**src/design/ffm_pkg.sv**
```systemverilog
`default_nettype none
// ----------------------------------------------------------------------------
// ffm_pkg
// Shared widths, constants and pipeline word types of the frame freeze
// monitor.
// ----------------------------------------------------------------------------
package ffm_pkg;

   localparam int LUMA_W   = 8;
   localparam int SUM_W    = 23;
   localparam int COUNT_W  = 16;
   localparam int SEQ_W    = 32;
   localparam int TOTAL_W  = 32;
   localparam int DECIM_W  = 8;

   localparam logic [SUM_W-1:0]   SUM_MAX     = {SUM_W{1'b1}};
   localparam logic [TOTAL_W-1:0] TOTAL_MAX   = {TOTAL_W{1'b1}};
   localparam logic [DECIM_W-1:0] DECIM_RESET = 8'd4;

   // One accepted word as it leaves the address stage.
   typedef struct packed {
      logic [LUMA_W-1:0]  luma;
      logic               compare;
      logic               frame_end;
      logic [COUNT_W-1:0] count;
      logic               compared;
      logic               forward;
      logic [SEQ_W-1:0]   sequence_req;
      logic               short_frame;
   } item_type;

   // Frame summary handed from the difference stage to the statistics stage.
   typedef struct packed {
      logic [SUM_W-1:0]   sum;
      logic [COUNT_W-1:0] count;
      logic               compared;
      logic               forward;
      logic [SEQ_W-1:0]   sequence_req;
      logic               short_frame;
   } frame_sum_type;

endpackage
`default_nettype wire

```
**src/design/ffm_frame_stats.sv**
```systemverilog
`default_nettype none
// ----------------------------------------------------------------------------
// ffm_frame_stats
// Statistics stage: sequence gap, saturating totals, minimum and maximum sum,
// and the result output register.
// ----------------------------------------------------------------------------
module ffm_frame_stats
   import ffm_pkg::*;
(
   input  logic               clock,
   input  logic               reset,
   input  logic               in_valid,
   output logic               in_ready,
   input  frame_sum_type      in_word,
   output logic               rsp_valid,
   input  logic               rsp_ready,
   output logic [SUM_W-1:0]   rsp_sad_sum,
   output logic [COUNT_W-1:0] rsp_sample_count,
   output logic               rsp_compared,
   output logic               rsp_frozen,
   output logic               rsp_forward,
   output logic [SEQ_W-1:0]   rsp_gap_frames,
   output logic [TOTAL_W-1:0] rsp_drop_total,
   output logic [TOTAL_W-1:0] rsp_frozen_total,
   output logic [TOTAL_W-1:0] rsp_short_total,
   output logic [SUM_W-1:0]   rsp_sad_min,
   output logic [SUM_W-1:0]   rsp_sad_max
);

   logic               s2_valid_ff;
   frame_sum_type      s2_word_ff;
   logic               s2_move;

   logic [SEQ_W-1:0]   last_seq_ff;
   logic               have_seq_ff;
   logic [TOTAL_W-1:0] drops_ff;
   logic [TOTAL_W-1:0] frozen_cnt_ff;
   logic [TOTAL_W-1:0] short_cnt_ff;
   logic [SUM_W-1:0]   min_ff;
   logic [SUM_W-1:0]   max_ff;

   logic [TOTAL_W-1:0] drops_in;
   logic [TOTAL_W-1:0] frozen_cnt_in;
   logic [TOTAL_W-1:0] short_cnt_in;
   logic [SUM_W-1:0]   min_in;
   logic [SUM_W-1:0]   max_in;
   logic [SEQ_W-1:0]   gap;
   logic               frozen;
   logic [SEQ_W:0]     last_plus_one;
   logic [TOTAL_W:0]   drops_sum;

   logic               out_valid_ff;
   logic [SUM_W-1:0]   sad_sum_ff;
   logic [COUNT_W-1:0] sample_count_ff;
   logic               compared_ff;
   logic               frozen_ff;
   logic               forward_ff;
   logic [SEQ_W-1:0]   gap_ff;

   assign s2_move  = s2_valid_ff && (!out_valid_ff || rsp_ready);
   assign in_ready = !s2_valid_ff || s2_move;

   always_comb begin
      frozen        = s2_word_ff.compared && (s2_word_ff.sum == '0);
      // A gap counts only when the new number lies beyond the last one plus
      // one without wrapping.
      last_plus_one = {1'b0, last_seq_ff} + (SEQ_W + 1)'(1);
      if (have_seq_ff && ({1'b0, s2_word_ff.sequence_req} > last_plus_one)) begin
         gap = s2_word_ff.sequence_req - last_seq_ff - SEQ_W'(1);
      end else begin
         gap = '0;
      end
      drops_sum = {1'b0, drops_ff} + (TOTAL_W + 1)'(gap);
      drops_in  = drops_sum[TOTAL_W] ? TOTAL_MAX : drops_sum[TOTAL_W-1:0];

      short_cnt_in = short_cnt_ff;
      if (s2_word_ff.short_frame && (short_cnt_ff != TOTAL_MAX)) begin
         short_cnt_in = short_cnt_ff + TOTAL_W'(1);
      end
      frozen_cnt_in = frozen_cnt_ff;
      if (frozen && (frozen_cnt_ff != TOTAL_MAX)) begin
         frozen_cnt_in = frozen_cnt_ff + TOTAL_W'(1);
      end

      min_in = min_ff;
      max_in = max_ff;
      if (s2_word_ff.compared) begin
         if (s2_word_ff.sum < min_ff) begin
            min_in = s2_word_ff.sum;
         end
         if (s2_word_ff.sum > max_ff) begin
            max_in = s2_word_ff.sum;
         end
      end
   end

   always_ff @(posedge clock) begin
      if (reset) begin
         s2_valid_ff   <= 1'b0;
         out_valid_ff  <= 1'b0;
         last_seq_ff   <= '0;
         have_seq_ff   <= 1'b0;
         drops_ff      <= '0;
         frozen_cnt_ff <= '0;
         short_cnt_ff  <= '0;
         min_ff        <= SUM_MAX;
         max_ff        <= '0;
      end else begin
         if (in_valid && in_ready) begin
            s2_valid_ff <= 1'b1;
         end else if (s2_move) begin
            s2_valid_ff <= 1'b0;
         end
         if (s2_move) begin
            out_valid_ff <= 1'b1;
         end else if (rsp_ready) begin
            out_valid_ff <= 1'b0;
         end
         if (s2_move) begin
            last_seq_ff   <= s2_word_ff.sequence_req;
            have_seq_ff   <= 1'b1;
            drops_ff      <= drops_in;
            frozen_cnt_ff <= frozen_cnt_in;
            short_cnt_ff  <= short_cnt_in;
            min_ff        <= min_in;
            max_ff        <= max_in;
         end
      end
   end

   always_ff @(posedge clock) begin
      if (in_valid && in_ready) begin
         s2_word_ff <= in_word;
      end
      if (s2_move) begin
         sad_sum_ff      <= s2_word_ff.sum;
         sample_count_ff <= s2_word_ff.count;
         compared_ff     <= s2_word_ff.compared;
         frozen_ff       <= frozen;
         forward_ff      <= s2_word_ff.forward;
         gap_ff          <= gap;
      end
   end

   // The running totals stay put while a result waits, so they double as the
   // output fields.
   assign rsp_valid        = out_valid_ff;
   assign rsp_sad_sum      = sad_sum_ff;
   assign rsp_sample_count = sample_count_ff;
   assign rsp_compared     = compared_ff;
   assign rsp_frozen       = frozen_ff;
   assign rsp_forward      = forward_ff;
   assign rsp_gap_frames   = gap_ff;
   assign rsp_drop_total   = drops_ff;
   assign rsp_frozen_total = frozen_cnt_ff;
   assign rsp_short_total  = short_cnt_ff;
   assign rsp_sad_min      = min_ff;
   assign rsp_sad_max      = max_ff;

endmodule
`default_nettype wire

```
**config.mk**
```make
export PLATFORM = sky130hd
export DESIGN_NAME = ffm_frame_stats
export DESIGN_NICKNAME = d
export VERILOG_FILES = /design/src/design/ffm_pkg.sv /design/src/design/ffm_frame_stats.sv
export SDC_FILE = /design/constraint.sdc
export NUM_CORES = 1
export LEC_CHECK = 0
export BUFFER_PORTS_ARGS = -buffer_cell sky130_fd_sc_hd__buf_2
export CAP_MARGIN = 5
export CORE_UTILIZATION = 30
export DETAILED_ROUTE_END_ITERATION = 7
export PLACE_DENSITY = 0.57
export SLEW_MARGIN = 20
export SYNTH_ARGS = -nofsm -noshare
export SYNTH_HDL_FRONTEND = slang
export SYNTH_SLANG_ARGS = --single-unit
```
**constraint.sdc**
```tcl
create_clock -name clock -period 12.52 [get_ports clock]
set_input_delay 2.504 -clock clock [delete_from_list [all_inputs] [get_ports clock]]
set_output_delay 2.504 -clock clock [all_outputs]
set_load 0.02 [all_outputs]
```
==> metrics.txt <==
status complete, no violations; Critical Path RT 12.93 ns; Syn Nets 1,915; Area after DPL 19,200 sq um; slowest stage delay, CP 0.62 ns; number of post-CTS setup repair buffers 0; setup tns final 0 ns; Total Power ~2600 uW; post-route cell area 20,500 sq um; Max-cap violations 0; final hold viol count 0; clock slew at reported path FFs roughly 0.06 ns; total global routing overflow 0; final design utilization 0.369; hold_buf cts 0; mean area per synthesized cell 9.99 sq um; PortBufs 295; Leak a little under 0.009 uW; crit path max fanout 31; mapped cell area 16,900 sq um; final WL 46,900 um; CP dominant cell by count nor2_1; Synth-to-Final Area Change 21.1%; Synth Register Bits 325; Row Count 86; die footprint 57,300 sq um; global-route wire length before repair approximately 72,000 um; critical path class register to register; Starting DRT DRC Count 616; CTS tree built; Post-synth EDFFs about 150; Routed Antenna Nets 0; core area 55,400 sq um; r2r startpoint last_seq_ff[1]; nets@finish between 2,000 and 2,500; WP buf/inv 3; Synth top area share 0.263; Final Cycle Share 0.608; dominant cells by area after synthesis edfxtp_1 26%, dfxtp_1 21%, ha_1 11%; clk root buf clkbuf_16; DRT Pass-1 Iters 7; hold_sp s2_word_ff[33]; pre-CTS setup slack roughly 4.9 ns; clk_lat worst skew 0.56 ns; RSZ-0062 raised after global routing no; Slew headroom 0.419; Least-Margin Pin Slew slightly below 0.9 ns; Multi-input gate area slightly above 8000 sq um; setup ws final 4.90 ns; clock buffer depth 3; WP data arrival 8.03 ns; worst vdd ir 0.0969 mV; final setup fails 0; post-CTS resize count 0; initial antenna violation count 16; worst min path class register to register; type of origin of the critical path register; commonest non-fill, non-tap cell in the layout buf_2; Worst Clk Skew 0.0134 ns; Synth Flop Type dfxtp_1; drt wl/cell 16.9 um; fmax between 100 and 150 MHz; Syn Inst Count 1,692; vias 13,400; slowest CP cell a31oi_2; Die Wd between 200 and 250 um; hpwl dp 35,000 um; fillcell total 5,537; largest net degree at the start of global routing 87; yosys warns 0; die height between 200 and 250 um; IO Count slightly below 300; CTS buffer count 40; Yosys top cell by area edfxtp_1; Final min period about 7.6 ns; routability cong. between 0.9 and 1; ys async rst share 0; Seq/Total Area, Yosys 0.473; number of global-route vias before repair 13,100; CP startpoint last_seq_ff[1]; FF+latch area 7990 sq um; GRT Overall Usage 0.160; clock sink count 325; Final Max Slew Viols 0; Post-route DRC 0; most frequent cells in the layout 294 x buf_2, 181 x nor2_1, 177 x dfxtp_1; Starting Density 0.305; PwrDens ~130 nW/um^2; crit end category register; layout cells sized above 1 0.193; H-tree depth reported by CTS 2; Synth cell types 67; CP delay by family, top simple AND/OR/NAND/NOR gates; Vias/cell 4.84
-- sequential cells by signal, summed over array words and instances, names as in the netlist --
register / count
rsp_drop_total: 32
have_seq_ff: 1
rsp_frozen: 1
s2_valid_ff: 1
rsp_short_total: 32
rsp_valid: 1
rsp_sad_max: 23
last_seq_ff: 32
rsp_sad_sum: 23
rsp_sad_min: 23
rsp_compared: 1
rsp_frozen_total: 32
rsp_forward: 1
rsp_gap_frames: 32
s2_word_ff: 74
rsp_sample_count: 16
-- synth_stat cells, drive strengths merged (4+ instances only) --
cell	number
a211oi	41
a21o	62
a21oi	115
a31oi	9
and2	11
and3	15
and4	11
buf	14
clkbuf	34
dfxtp	177
edfxtp	148
ha	143
inv	103
mux2i	48
nand2	157
nand2b	9
nand3	39
nand4	50
nor2	182
nor2b	15
nor3	36
nor4	15
o211ai	7
o21a	10
o21ai	43
o21bai	13
o31ai	4
or2	7
or3	9
xnor2	78
xor2	56
-- where the power goes --
| group | internal, uW | switching (uW) | total, uW |
|---|---|---|---|
| registers | 1160 | 38.4 | 1200 |
| logic | 127 | 204 | 331 |
| clock network | 644 | 466 | 1110 |
| total | 1930 | 708 | 2640 |
-- metal layers --
metal / track usage / vias up / wire length, um
li1: - / 6666 / -
met1: 0.194 / 6325 / 19700
met2: 0.270 / 334 / 22600
met3: 0.0429 / 98 / 3030
met4: 0.0594 / 14 / 1510
met5: 0 / - / 84
-- final cells by class --
type | instances | area share
Antenna cell | 6 | 0.000734
Clock buffer | 59 | 0.0565
Clock inverter | 15 | 0.00465
Inverter | 103 | 0.0191
Multi-Input combinational cell | 1216 | 0.406
Sequential cell | 325 | 0.390
Tap cell | 748 | 0.0457
Timing Repair Buffer | 304 | 0.0765
-- cell families (layout without fill, tap and decap cells) --
group / count (synthesis) / count (layout) / synth area share
XOR/XNOR: 134 / 134 / 0.0694
flip-flops: 325 / 325 / 0.473
AND/OR/NAND/NOR: 558 / 558 / 0.157
AO/OA/AOI/OAI: 329 / 329 / 0.127
adder cells (fa/ha/maj): 145 / 145 / 0.108
multiplexers: 50 / 50 / 0.0298
other: 0 / 6 / 0
buffers and inverters: 151 / 481 / 0.0361
-- final timing paths --
path | cells past startpoint | to | slack (ns)
worst max-delay path | 30 | rsp_drop_total[6] | 4.90
worst min-delay path | 0 | rsp_forward | 0.41
worst max register to register | 30 | rsp_drop_total[6] | 4.90
worst min register to register | 0 | rsp_forward | 0.41
-- metrics by stage --
stage	hold slack, ns	cells
after floorplan	0.400	1692
after global placement	0.401	2695
after detailed placement	0.406	2695
after CTS	0.415	2769
after global routing	0.417	2772
final	0.413	2776
No activity file was read; power rests on OpenSTA's default activity.
