`config.mk`:
```
export PLATFORM = sky130hd
export DESIGN_NAME = ffm_diff_acc
export DESIGN_NICKNAME = d
export VERILOG_FILES = /design/src/design/ffm_pkg.sv /design/src/design/ffm_diff_acc.sv
export SDC_FILE = /design/constraint.sdc
export NUM_CORES = 1
export LEC_CHECK = 0
export BUFFER_PORTS_ARGS = -buffer_cell sky130_fd_sc_hd__buf_2
export CORE_MARGIN = 5
export CORE_UTILIZATION = 50
export CTS_BUF_LIST = sky130_fd_sc_hd__clkbuf_2
export CTS_CLUSTER_SIZE = 25
export DETAILED_ROUTE_END_ITERATION = 12
export PLACE_DENSITY = 0.78
export SYNTH_ARGS = -nofsm -noshare
export SYNTH_HDL_FRONTEND = slang
export SYNTH_SLANG_ARGS = --single-unit
```
`constraint.sdc`:
```
create_clock -name clock -period 8.6 [get_ports clock]
set_input_delay 0.43 -clock clock [delete_from_list [all_inputs] [get_ports clock]]
set_output_delay 0.43 -clock clock [all_outputs]
set_load 0.02 [all_outputs]
```
`src/design/ffm_pkg.sv`:
```
`default_nettype none
// ----------------------------------------------------------------------------
// ffm_pkg
// Shared widths, constants and pipeline word types of the frame freeze
// monitor.
// ----------------------------------------------------------------------------
package ffm_pkg;

   localparam int LUMA_W   = 8;
   localparam int SUM_W    = 23;
   localparam int COUNT_W  = 16;
   localparam int SEQ_W    = 32;
   localparam int TOTAL_W  = 32;
   localparam int DECIM_W  = 8;

   localparam logic [SUM_W-1:0]   SUM_MAX     = {SUM_W{1'b1}};
   localparam logic [TOTAL_W-1:0] TOTAL_MAX   = {TOTAL_W{1'b1}};
   localparam logic [DECIM_W-1:0] DECIM_RESET = 8'd4;

   // One accepted word as it leaves the address stage.
   typedef struct packed {
      logic [LUMA_W-1:0]  luma;
      logic               compare;
      logic               frame_end;
      logic [COUNT_W-1:0] count;
      logic               compared;
      logic               forward;
      logic [SEQ_W-1:0]   sequence_req;
      logic               short_frame;
   } item_type;

   // Frame summary handed from the difference stage to the statistics stage.
   typedef struct packed {
      logic [SUM_W-1:0]   sum;
      logic [COUNT_W-1:0] count;
      logic               compared;
      logic               forward;
      logic [SEQ_W-1:0]   sequence_req;
      logic               short_frame;
   } frame_sum_type;

endpackage
`default_nettype wire

```
`src/design/ffm_diff_acc.sv`:
```
`default_nettype none
// ----------------------------------------------------------------------------
// ffm_diff_acc
// Difference stage: takes the stored sample from memory, accumulates the
// saturating sum of absolute differences and emits a summary at frame end.
// ----------------------------------------------------------------------------
module ffm_diff_acc
   import ffm_pkg::*;
(
   input  logic              clock,
   input  logic              reset,
   input  logic              in_valid,
   output logic              in_ready,
   input  item_type          in_item,
   input  logic [LUMA_W-1:0] rd_data,
   output logic              out_valid,
   input  logic              out_ready,
   output frame_sum_type     out_word
);

   logic              s1_valid_ff;
   item_type          s1_item_ff;
   logic [SUM_W-1:0]  acc_ff;
   logic [SUM_W-1:0]  acc_in;
   logic [LUMA_W-1:0] abs_diff;
   logic [SUM_W:0]    acc_sum;
   logic [SUM_W-1:0]  acc_sat;
   logic              s1_move;

   always_comb begin
      if (s1_item_ff.luma > rd_data) begin
         abs_diff = s1_item_ff.luma - rd_data;
      end else begin
         abs_diff = rd_data - s1_item_ff.luma;
      end
      acc_sum = {1'b0, acc_ff} + (SUM_W + 1)'(abs_diff);
      acc_sat = acc_sum[SUM_W] ? SUM_MAX : acc_sum[SUM_W-1:0];
      acc_in  = s1_item_ff.compare ? acc_sat : acc_ff;
   end

   assign s1_move   = s1_valid_ff && (!s1_item_ff.frame_end || out_ready);
   assign in_ready  = !s1_valid_ff || s1_move;
   assign out_valid = s1_valid_ff && s1_item_ff.frame_end;

   always_comb begin
      out_word.sum          = s1_item_ff.compared ? acc_in : '0;
      out_word.count        = s1_item_ff.count;
      out_word.compared     = s1_item_ff.compared;
      out_word.forward      = s1_item_ff.forward;
      out_word.sequence_req = s1_item_ff.sequence_req;
      out_word.short_frame  = s1_item_ff.short_frame;
   end

   always_ff @(posedge clock) begin
      if (reset) begin
         s1_valid_ff <= 1'b0;
         acc_ff      <= '0;
      end else begin
         if (in_valid && in_ready) begin
            s1_valid_ff <= 1'b1;
         end else if (s1_move) begin
            s1_valid_ff <= 1'b0;
         end
         if (s1_move) begin
            acc_ff <= s1_item_ff.frame_end ? '0 : acc_in;
         end
      end
   end

   always_ff @(posedge clock) begin
      if (in_valid && in_ready) begin
         s1_item_ff <= in_item;
      end
   end

endmodule
`default_nettype wire

```
==> flow_summary.json, run 1 <==
{
  "ys.flop_type": "edfxtp_1",
  "dp.cells": 713,
  "powerDensity_nw_per_um2": 148.2,
  "via_per_inst": 5.529,
  "coreArea_um2": 9774,
  "intPower_uw": 597.7,
  "crit_path_end_kind": "output pin",
  "clk_pin_slew_worst_paths_ns": 0.27,
  "grt_overflow": 0,
  "start_util": 0.5111,
  "timing.fmax_mhz": 174.5,
  "multi_input_area_um2": 2106,
  "drt_iter0_markers": 272,
  "power_frac_comb": 0.242,
  "cts_buffer_depth": 2,
  "drive_above_1_share": 0.2760,
  "first_pass_iters": 5,
  "switchingPower_uw": 303.3,
  "area_growth_pct": 21.66,
  "dieArea_um2": 12090,
  "syn_avg_cell_area_um2": 10.11,
  "pin_count": 149,
  "sw_frac_of_total": 0.3366,
  "synth_top_area_frac": 0.3666,
  "wl_per_cell_um": 17.03,
  "synth_cell_types": 64,
  "ys_seq_area_frac": 0.4628,
  "period_minus_slack_ns": 5.730,
  "cp-start-kind": "flop",
  "pwr-share-seq": 0.524,
  "skew_ns": 0.05267,
  "clock_latency_ns": 0.58,
  "crit_type": "flop to output pin",
  "ys_top_cells_by_area": "edfxtp_1 37%, dfxtp_1 9.6%, buf_4 7.8%, ha_1 5.8%, a21oi_1 4.3%",
  "slew_headroom": 0.3303,
  "htree_num_levels": 3,
  "clock-sinks": 85,
  "min_path_type": "primary input to flop",
  "post_cts_buffers": 0,
  "root_buffer": "clkbuf_2",
  "cp.arrival_ns": 5.30,
  "fin_nets": 739,
  "worstMarginPinSlew_ns": 0.9941,
  "synth_seq_cells": 85,
  "postLayoutCoreUtil": 0.6219,
  "rows": 36,
  "synth_edf_count": 61,
  "fillers": 799,
  "synthArstFlopShare": 0,
  "leakagePower_nw": 2.577,
  "crit_fanout": 12,
  "drc": 0,
  "grt_max_degree": 36,
  "place.port_buffers": 148,
  "finalSetupTns_ns": 0,
  "synth_nets": 593,
  "p_clk_frac": 0.234,
  "report.final.slew_viol_count": 0,
  "syn_inst": 494,
  "layout.area.seq_um2": 2312,
  "cts_tree": "built",
  "grt_use_total": 0.2094,
  "rsz0062_at_grt": "false",
  "num_vias": 4307,
  "syn-cell-area_um2": 4996,
  "postRouteAntennaNets": 0,
  "grt_first_pass_wirelength_mm": 19.81,
  "drv_cap": 0,
  "final-setup-viol-count": 0,
  "synth_area_leader_cell": "edfxtp_1",
  "layout.cells.non_filler": 779,
  "hpwlAfterDp_mm": 9.046,
  "status": "completed",
  "dieWidth_um": 110.0,
  "finalHoldViolations": 0,
  "gp_congestion": 0.8949,
  "grt_pass1_vias": 4128,
  "numCtsBuffers": 9,
  "antenna_found_initial": 0,
  "critPathRequiredTime_ns": 8.17,
  "ctsResizeCount": 0,
  "yosysWarnings": 0,
  "ir_worst_vdd_uv": 117.3,
  "die_h_um": 110.0,
  "cts_hold_buf": 38,
  "period_share": 0.6663,
  "postRouteWirelength_mm": 13.27
}
-- area by class of cell --
cell class	count	share of cell area
Antenna cell	1	0.0004117
Clock buffer	9	0.007410
Clock inverter	7	0.01256
Inverter	35	0.02161
Multi-Input combinational cell	311	0.3464
Sequential cell	85	0.3804
Tap cell	133	0.02738
Timing Repair Buffer	198	0.2038
-- per-stage QoR --
stage | hold slack [ns] | cell area [um2] | total power, mW | setup slack [ns]
2_1_floorplan | 0.4480 | 4996 | 0.6296 | 4.083
3_3_place_gp | 0.4638 | 5464 | 0.6671 | 3.561
3_5_place_dp | 0.4762 | 5464 | 0.6752 | 3.431
4_1_cts | 0.0001950 | 5966 | 0.8947 | 2.923
5_1_grt | 0.0009951 | 6076 | 0.9444 | 2.455
6_report | 0.05144 | 6078 | 0.9010 | 2.870
-- metal layers --
layer	global-route usage	routed length, um	vias up
met5	0	0	-
met4	0.07480	251	0
met3	0.04932	908	23
met2	0.3739	7205	201
met1	0.2436	4905	2018
li1	-	-	2065
-- cells in the mapped netlist, drive strengths merged (2+ instances only) --
master   instances
o21a             8
nor2b            5
a211oi           6
xnor2            7
nor3             3
nand4            3
xor2             6
o31a             4
inv             34
o211ai          16
or3              4
mux2i            2
fa               3
nand2b           5
and3             7
nor2            14
a21oi           43
nand2           42
o2111ai          5
nand3           10
mux2             2
dfxtp           24
o311a            3
clkbuf           8
edfxtp          61
and4             3
buf             55
o31ai            4
o21bai           4
nor3b            3
and2             5
a31oi            3
o21ai           41
nand3b           3
a21o             5
o22ai            2
ha              23
-- critical path, stage by stage, from the launching register on --
cell and delay [ns]:
edfxtp_1 0.50, ha_1 0.44, nand4_1 0.18, a21o_1 0.21, a21oi_1 0.54, o21ai_0 0.23
xnor2_1 0.17, ha_1 0.35, nand2_1 0.09, or3_4 0.40, a211oi_4 0.48, o2111ai_1 0.53
o31a_1 0.29, a21oi_1 0.14, buf_2 0.19
-- layout by cell type, fill, tap and decap left out, drive strengths merged, types with 6 or more instances in the layout --
cell type and n:
a211oi 6, a21oi 43, and3 7, buf 149, clkbuf 9, dfxtp 24, dlygate4sd3 49, edfxtp 61
ha 23, inv 37, nand2 42, nand3 10, nor2 14, o211ai 16, o21a 8, o21ai 41
xnor2 7, xor2 6
-- power by group through the flow --
| stage | Sequential (mW) | Combinational [mW] | Clock [mW] |
|---|---|---|---|
| after floorplan | 0.476 | 0.154 | 0 |
| after global routing | 0.474 | 0.238 | 0.232 |
| after CTS | 0.471 | 0.209 | 0.214 |
| after detailed placement | 0.480 | 0.195 | 0 |
| after global placement | 0.479 | 0.188 | 0 |
| final | 0.472 | 0.218 | 0.211 |
-- flip-flops by register name, indices dropped and copies added (netlist names) --
register     cells
acc_ff          23
s1_item_ff      10
out_word        51
s1_valid_ff      1
-- cells by family (layout without fill, tap and decap cells) --
kind of cell | count (synthesis) | in the layout | share of synthesized area
AOI/OAI and AO/OA | 156 | 156 | 0.2056
and+or+nand+nor | 112 | 112 | 0.1147
buffers and inverters | 98 | 249 | 0.1159
DFF | 85 | 85 | 0.4628
adders and majority gates | 26 | 26 | 0.06962
xor gates and xnor gates | 13 | 13 | 0.02279
muxes | 4 | 4 | 0.008515
other | 0 | 1 | 0
-- final timing paths --
kind / to / cells after the start / from / slack, ns
worst max register to register: acc_ff[11]$_SDFFE_PP0P_ / 13 / s1_item_ff[57]$_DFFE_PP_ / 3.81
worst max-delay path: out_word[61] / 14 / s1_item_ff[57]$_DFFE_PP_ / 2.87
worst min-delay path: out_word[26]$_DFFE_PP_ / 1 / in_item[26] / 0.05
worst min register to register: acc_ff[0]$_SDFFE_PP0P_ / 2 / acc_ff[0]$_SDFFE_PP0P_ / 0.50
No activity file was read; power rests on OpenSTA's default activity.
==> inputs of run 2 (changes only) <==
clock period = 5.8 ns   (was 8.6 ns; I/O delays follow)
==> flow_summary.json, run 2 (same netlist as run 1, synthesis figures left out) <==
{
  "dieArea_um2": 12090,
  "cts_tree": "built",
  "pin_count": 149,
  "cts_buffer_depth": 2,
  "dp.cells": 714,
  "gp_congestion": 0.9087,
  "period_share": 0.9413,
  "dieWidth_um": 110.0,
  "num_vias": 4325,
  "drive_above_1_share": 0.2708,
  "r2r_slack_ns": 1.11,
  "fin_nets": 755,
  "largest_reg_flops": 51,
  "coreArea_um2": 9774,
  "layout_commonest_cell": "buf_2",
  "cp.arrival_ns": 5.17,
  "layout.cells.non_filler": 794,
  "report.final.slew_viol_count": 0,
  "r2r-end": "acc_ff[11]$_SDFFE_PP0P_",
  "start_util": 0.5111,
  "grt_overflow": 0,
  "n_antenna_cell": 0,
  "sw_frac_of_total": 0.3327,
  "drt_iter0_markers": 310,
  "intPower_uw": 892.2,
  "drv_cap": 0,
  "hpwlAfterDp_mm": 8.999,
  "die_h_um": 110.0,
  "finalSetupTns_ns": 0,
  "final_cell_mix": "148 x buf_2, 64 x dlygate4sd3_1, 61 x edfxtp_1, 43 x a21oi_1, 42 x nand2_1",
  "drt-met1-wl_mm": 4.962,
  "critPathRequiredTime_ns": 5.51,
  "numCtsBuffers": 9,
  "grt_first_pass_wirelength_mm": 20.34,
  "cp-start-kind": "flop",
  "drc": 0,
  "startpoint": "s1_item_ff[56]$_DFFE_PP_",
  "p_clk_frac": 0.232,
  "top_layer": "met4",
  "r2r_start": "s1_item_ff[56]$_DFFE_PP_",
  "rows": 36,
  "fillers": 781,
  "wl_per_cell_um": 16.75,
  "antenna_found_initial": 0,
  "crit_fanout": 12,
  "crit_type": "flop to output pin",
  "cp_slowest_cell": "o2111ai_1",
  "first_pass_iters": 5,
  "postRouteWirelength_mm": 13.30,
  "clock_latency_ns": 0.58,
  "rr_worst_depth": 14,
  "endpoint": "out_word[63]",
  "clk_pin_slew_worst_paths_ns": 0.28,
  "setup_slack_ns": 0.3405,
  "powerDensity_nw_per_um2": 214.6,
  "grt_max_degree": 36,
  "ctsResizeCount": 0,
  "via_per_inst": 5.447,
  "crit_chain": "ha_1 -> nand3_1 -> a21o_1 -> a21oi_1 -> o21ai_0 -> xnor2_1 -> ha_1 -> a21o_1 -> a21oi_1 -> a211oi_4 -> buf_4 -> o2111ai_1 -> o31a_1 -> a21oi_1 -> buf_2",
  "multi_input_area_um2": 2106,
  "grt_pass1_vias": 4166,
  "finalHoldViolations": 0,
  "root_buffer": "clkbuf_2",
  "whs_ns": 0.3506,
  "power_frac_comb": 0.245,
  "ir_worst_vdd_uv": 156.9,
  "switchingPower_uw": 444.8,
  "place.port_buffers": 148,
  "rsz0062_at_grt": "false",
  "layout.area.seq_um2": 2312,
  "dp_slack_ns": 1.003,
  "htree_num_levels": 3,
  "crit_top_cell": "a21oi_1",
  "cpPeakStageDelay_ns": 0.70,
  "period_minus_slack_ns": 5.460,
  "min_path_type": "primary input to flop",
  "status": "completed",
  "grt_use_total": 0.2177,
  "pwr-share-seq": 0.524,
  "slew_headroom": 0.2763,
  "route.met2.wl_mm": 7.317,
  "skew_ns": 0.06872,
  "clock-sinks": 85,
  "timing.fmax_mhz": 183.2,
  "final-setup-viol-count": 0,
  "crit_path_end_kind": "output pin",
  "leakagePower_nw": 2.645,
  "worstMarginPinSlew_ns": 1.074,
  "area_growth_pct": 24.67,
  "route.met3.wl_um": 805,
  "postRouteAntennaNets": 0
}
-- run 2: cell types whose count changed in the layout (fill, tap and decap cells not counted) --
cell,change
clkinv_8,-1
dlygate4sd3_1,+15
buf_4,+1
inv_8,+1
diode_2,-1
-- run 2: area by class of cell --
type | instances | share of cell area
timing repair buffer | 214 | 0.2242
sequential | 85 | 0.3712
multi-input combinational | 311 | 0.3381
tap | 133 | 0.02672
clock inverter | 7 | 0.01145
clock buffer | 9 | 0.007232
inverter | 35 | 0.02109
-- run 2: stage by stage --
| step | area, um2 | utilization | total power [mW] |
|---|---|---|---|
| global placement | 5472 | 0.5598 | 0.9891 |
| finish | 6228 | 0.6372 | 1.337 |
| CTS | 6228 | 0.6372 | 1.332 |
| global route | 6228 | 0.6372 | 1.404 |
| floorplan | 4996 | - | 0.9335 |
| detailed placement | 5472 | 0.5598 | 0.9980 |
-- run 2: critical path: cells and delay by family (launching register included) --
kind	cells	cell delay (ns)
flip-flops	1	0.46
buffers and inverters	2	0.35
AO/OA/AOI/OAI	9	2.64
adder cells (fa/ha/maj)	2	0.79
AND/OR/NAND/NOR	1	0.21
XOR/XNOR	1	0.17
-- run 2: how the worst min path moves through the flow --
stage,cells past startpoint,endpoint,startpoint,slack [ns]
2_1_floorplan,0,out_word[0]$_DFFE_PP_,in_item[0],0.39
3_3_place_gp,2,acc_ff[0]$_SDFFE_PP0P_,acc_ff[0]$_SDFFE_PP0P_,0.47
3_5_place_dp,1,out_word[4]$_DFFE_PP_,in_item[4],0.47
4_1_cts,4,acc_ff[8]$_SDFFE_PP0P_,out_ready,0.30
5_1_grt,2,out_word[21]$_DFFE_PP_,in_item[21],0.33
6_report,4,acc_ff[8]$_SDFFE_PP0P_,out_ready,0.35
-- run 2: power groups by stage --
stage / clock network (mW) / logic, mW / registers [mW]
after global routing: 0.342 / 0.359 / 0.703
final: 0.310 / 0.327 / 0.700
after detailed placement: 0 / 0.287 / 0.711
after CTS: 0.313 / 0.321 / 0.698
after floorplan: 0 / 0.228 / 0.706
after global placement: 0 / 0.279 / 0.710
-- run 2: routing by layer --
| layer | vias to the layer above | global-route usage |
|---|---|---|
| met3 | 20 | 0.04815 |
| met4 | 0 | 0.06055 |
| met5 | - | 0 |
| met1 | 2044 | 0.2561 |
| li1 | 2090 | - |
| met2 | 171 | 0.3960 |
-- run 2: repair_timing --
item	4_1_cts	5_1_grt
endpoints found under the hold margin	63	0
setup buffers	0	0
hold buffers	64	0
==> inputs of run 3 (changes only) <==
CORE_UTILIZATION = 54   (was 50)
GPL_ROUTABILITY_DRIVEN = 0   (was not set)
PLACE_DENSITY = 0.83   (was 0.78)
==> flow_summary.json, run 3 (same netlist as run 1, synthesis figures left out) <==
{
  "clk_pin_slew_worst_paths_ns": 0.28,
  "drv_cap": 0,
  "place.port_buffers": 148,
  "grt_overflow": 0,
  "setup_slack_ns": 0.3379,
  "ir_worst_vdd_uv": 154.1,
  "status": "completed",
  "layout_commonest_cell": "buf_2",
  "finalHoldViolations": 0,
  "dieArea_um2": 11280,
  "slew_headroom": 0.3324,
  "first_pass_iters": 5,
  "skew_ns": 0.03318,
  "cts_tree": "built",
  "num_vias": 4455,
  "dieWidth_um": 106.2,
  "wl_per_cell_um": 17.52,
  "grt_pass1_vias": 4524,
  "layout.area.seq_um2": 2312,
  "crit_chain": "ha_1 -> nand3_1 -> a21o_1 -> a21oi_1 -> mux2_2 -> a2bb2oi_1 -> xor2_1 -> ha_1 -> a21oi_1 -> nand2b_1 -> o2111ai_1 -> o21ai_0 -> a31oi_1 -> buf_2",
  "clock-sinks": 85,
  "root_buffer": "clkbuf_2",
  "critPathRequiredTime_ns": 5.51,
  "post_cts_buffers": 0,
  "die_h_um": 106.2,
  "dp.cells": 692,
  "cp-start-kind": "flop",
  "rows": 35,
  "clock_latency_ns": 0.56,
  "drt_iter0_markers": 253,
  "placed_cell_area_um2": 5444,
  "rsz0062_at_grt": "false",
  "worstMarginPinSlew_ns": 0.9909,
  "timing.fmax_mhz": 183.1,
  "min_path_type": "primary input to flop",
  "finalSetupTns_ns": 0,
  "period_share": 0.9417,
  "start_util": 0.5485,
  "numCtsBuffers": 9,
  "crit_type": "flop to output pin",
  "multi_input_area_um2": 2112,
  "postRouteWirelength_mm": 13.53,
  "area_growth_pct": 24.29,
  "layout.cells.non_filler": 772,
  "grt_max_degree": 62,
  "leakagePower_nw": 2.647,
  "cts_buffer_depth": 2,
  "report.final.slew_viol_count": 0,
  "period_minus_slack_ns": 5.462,
  "largest_reg_flops": 51,
  "powerDensity_nw_per_um2": 218.2,
  "critical_path.top_delay_family": "compound AO/OA/AOI/OAI gates",
  "final_cell_mix": "148 x buf_2, 64 x dlygate4sd3_1, 61 x edfxtp_1, 43 x a21oi_1, 42 x nand2_1",
  "rr_worst_depth": 13,
  "drc": 0,
  "via_per_inst": 5.771,
  "hold_depth": 4,
  "dp_slack_ns": 1.040,
  "postLayoutCoreUtil": 0.6817,
  "htree_num_levels": 3,
  "crit_path_end_kind": "output pin",
  "r2r-end": "acc_ff[11]$_SDFFE_PP0P_",
  "crit_fanout": 11,
  "final-setup-viol-count": 0,
  "grt_use_total": 0.2406,
  "design_area_um2": 6210,
  "hpwlAfterDp_mm": 9.128,
  "cpPeakStageDelay_ns": 0.73,
  "antenna_found_initial": 0,
  "postRouteAntennaNets": 0,
  "cp_slowest_cell": "o2111ai_1",
  "cp.arrival_ns": 5.17,
  "coreArea_um2": 9109,
  "drive_above_1_share": 0.2723,
  "grt_first_pass_wirelength_mm": 21.82,
  "r2r_start": "s1_item_ff[56]$_DFFE_PP_",
  "path_buf_inv": 1,
  "fillers": 692,
  "pin_count": 149,
  "min_to": "acc_ff[8]$_SDFFE_PP0P_",
  "n_antenna_cell": 0,
  "worstHoldStart": "out_ready",
  "fin_nets": 755,
  "r2r_slack_ns": 1.27
}
## run 3: timing repair
action | 4_1_cts | 5_1_grt
hold buffers | 64 | 0
hold endpoints to repair | 64 | 0
setup endpoints to repair | 0 | 2
gates resized for setup | 0 | 1
## run 3: power by group
part           total (mW)  switching, mW  internal (mW)
clock               0.325          0.250         0.0751
sequential          0.700         0.0162          0.684
combinational       0.330          0.194          0.136
total                1.35          0.460          0.895
## run 3: worst max path at each step
stage               slack [ns]                startpoint  depth (start not counted)            to
floorplan                 1.49  s1_item_ff[56]$_DFFE_PP_                         15  out_word[63]
global placement          1.14                rd_data[3]                         17  out_word[63]
detailed placement        1.04                rd_data[3]                         16  out_word[61]
CTS                       0.33  s1_item_ff[56]$_DFFE_PP_                         14  out_word[63]
global route              0.04  s1_item_ff[56]$_DFFE_PP_                         14  out_word[73]
finish                    0.34  s1_item_ff[56]$_DFFE_PP_                         14  out_word[73]
## run 3: worst min-delay path: stages
cell and delay, ns:
buf_2 0.11, o21a_1 0.26, o21ai_0 0.19, nor3_1 0.05
## run 3: cell type report
type / instances / area share
Clock buffer: 9 / 0.007254
Clock inverter: 7 / 0.01189
Inverter: 35 / 0.02116
Multi-Input combinational cell: 311 / 0.3401
Sequential cell: 85 / 0.3724
Tap cell: 111 / 0.02237
Timing Repair Buffer: 214 / 0.2249
## run 3: routing by layer
layer	wire, um	part of all wire	vias to the layer above	global-route usage
li1	-	-	2086	-
met1	4975	0.37	2102	0.2789
met2	7220	0.53	225	0.4299
met3	967	0.071	42	0.05161
met4	363	0.027	0	0.09806
met5	0	0	-	0
## run 3: per-stage QoR
| stage | total power [mW] | hold slack [ns] |
|---|---|---|
| floorplan | 0.9335 | 0.3889 |
| global placement | 0.9877 | 0.4668 |
| detailed placement | 0.9985 | 0.4681 |
| CTS | 1.350 | 0.3218 |
| global route | 1.426 | 0.3516 |
| finish | 1.355 | 0.3669 |
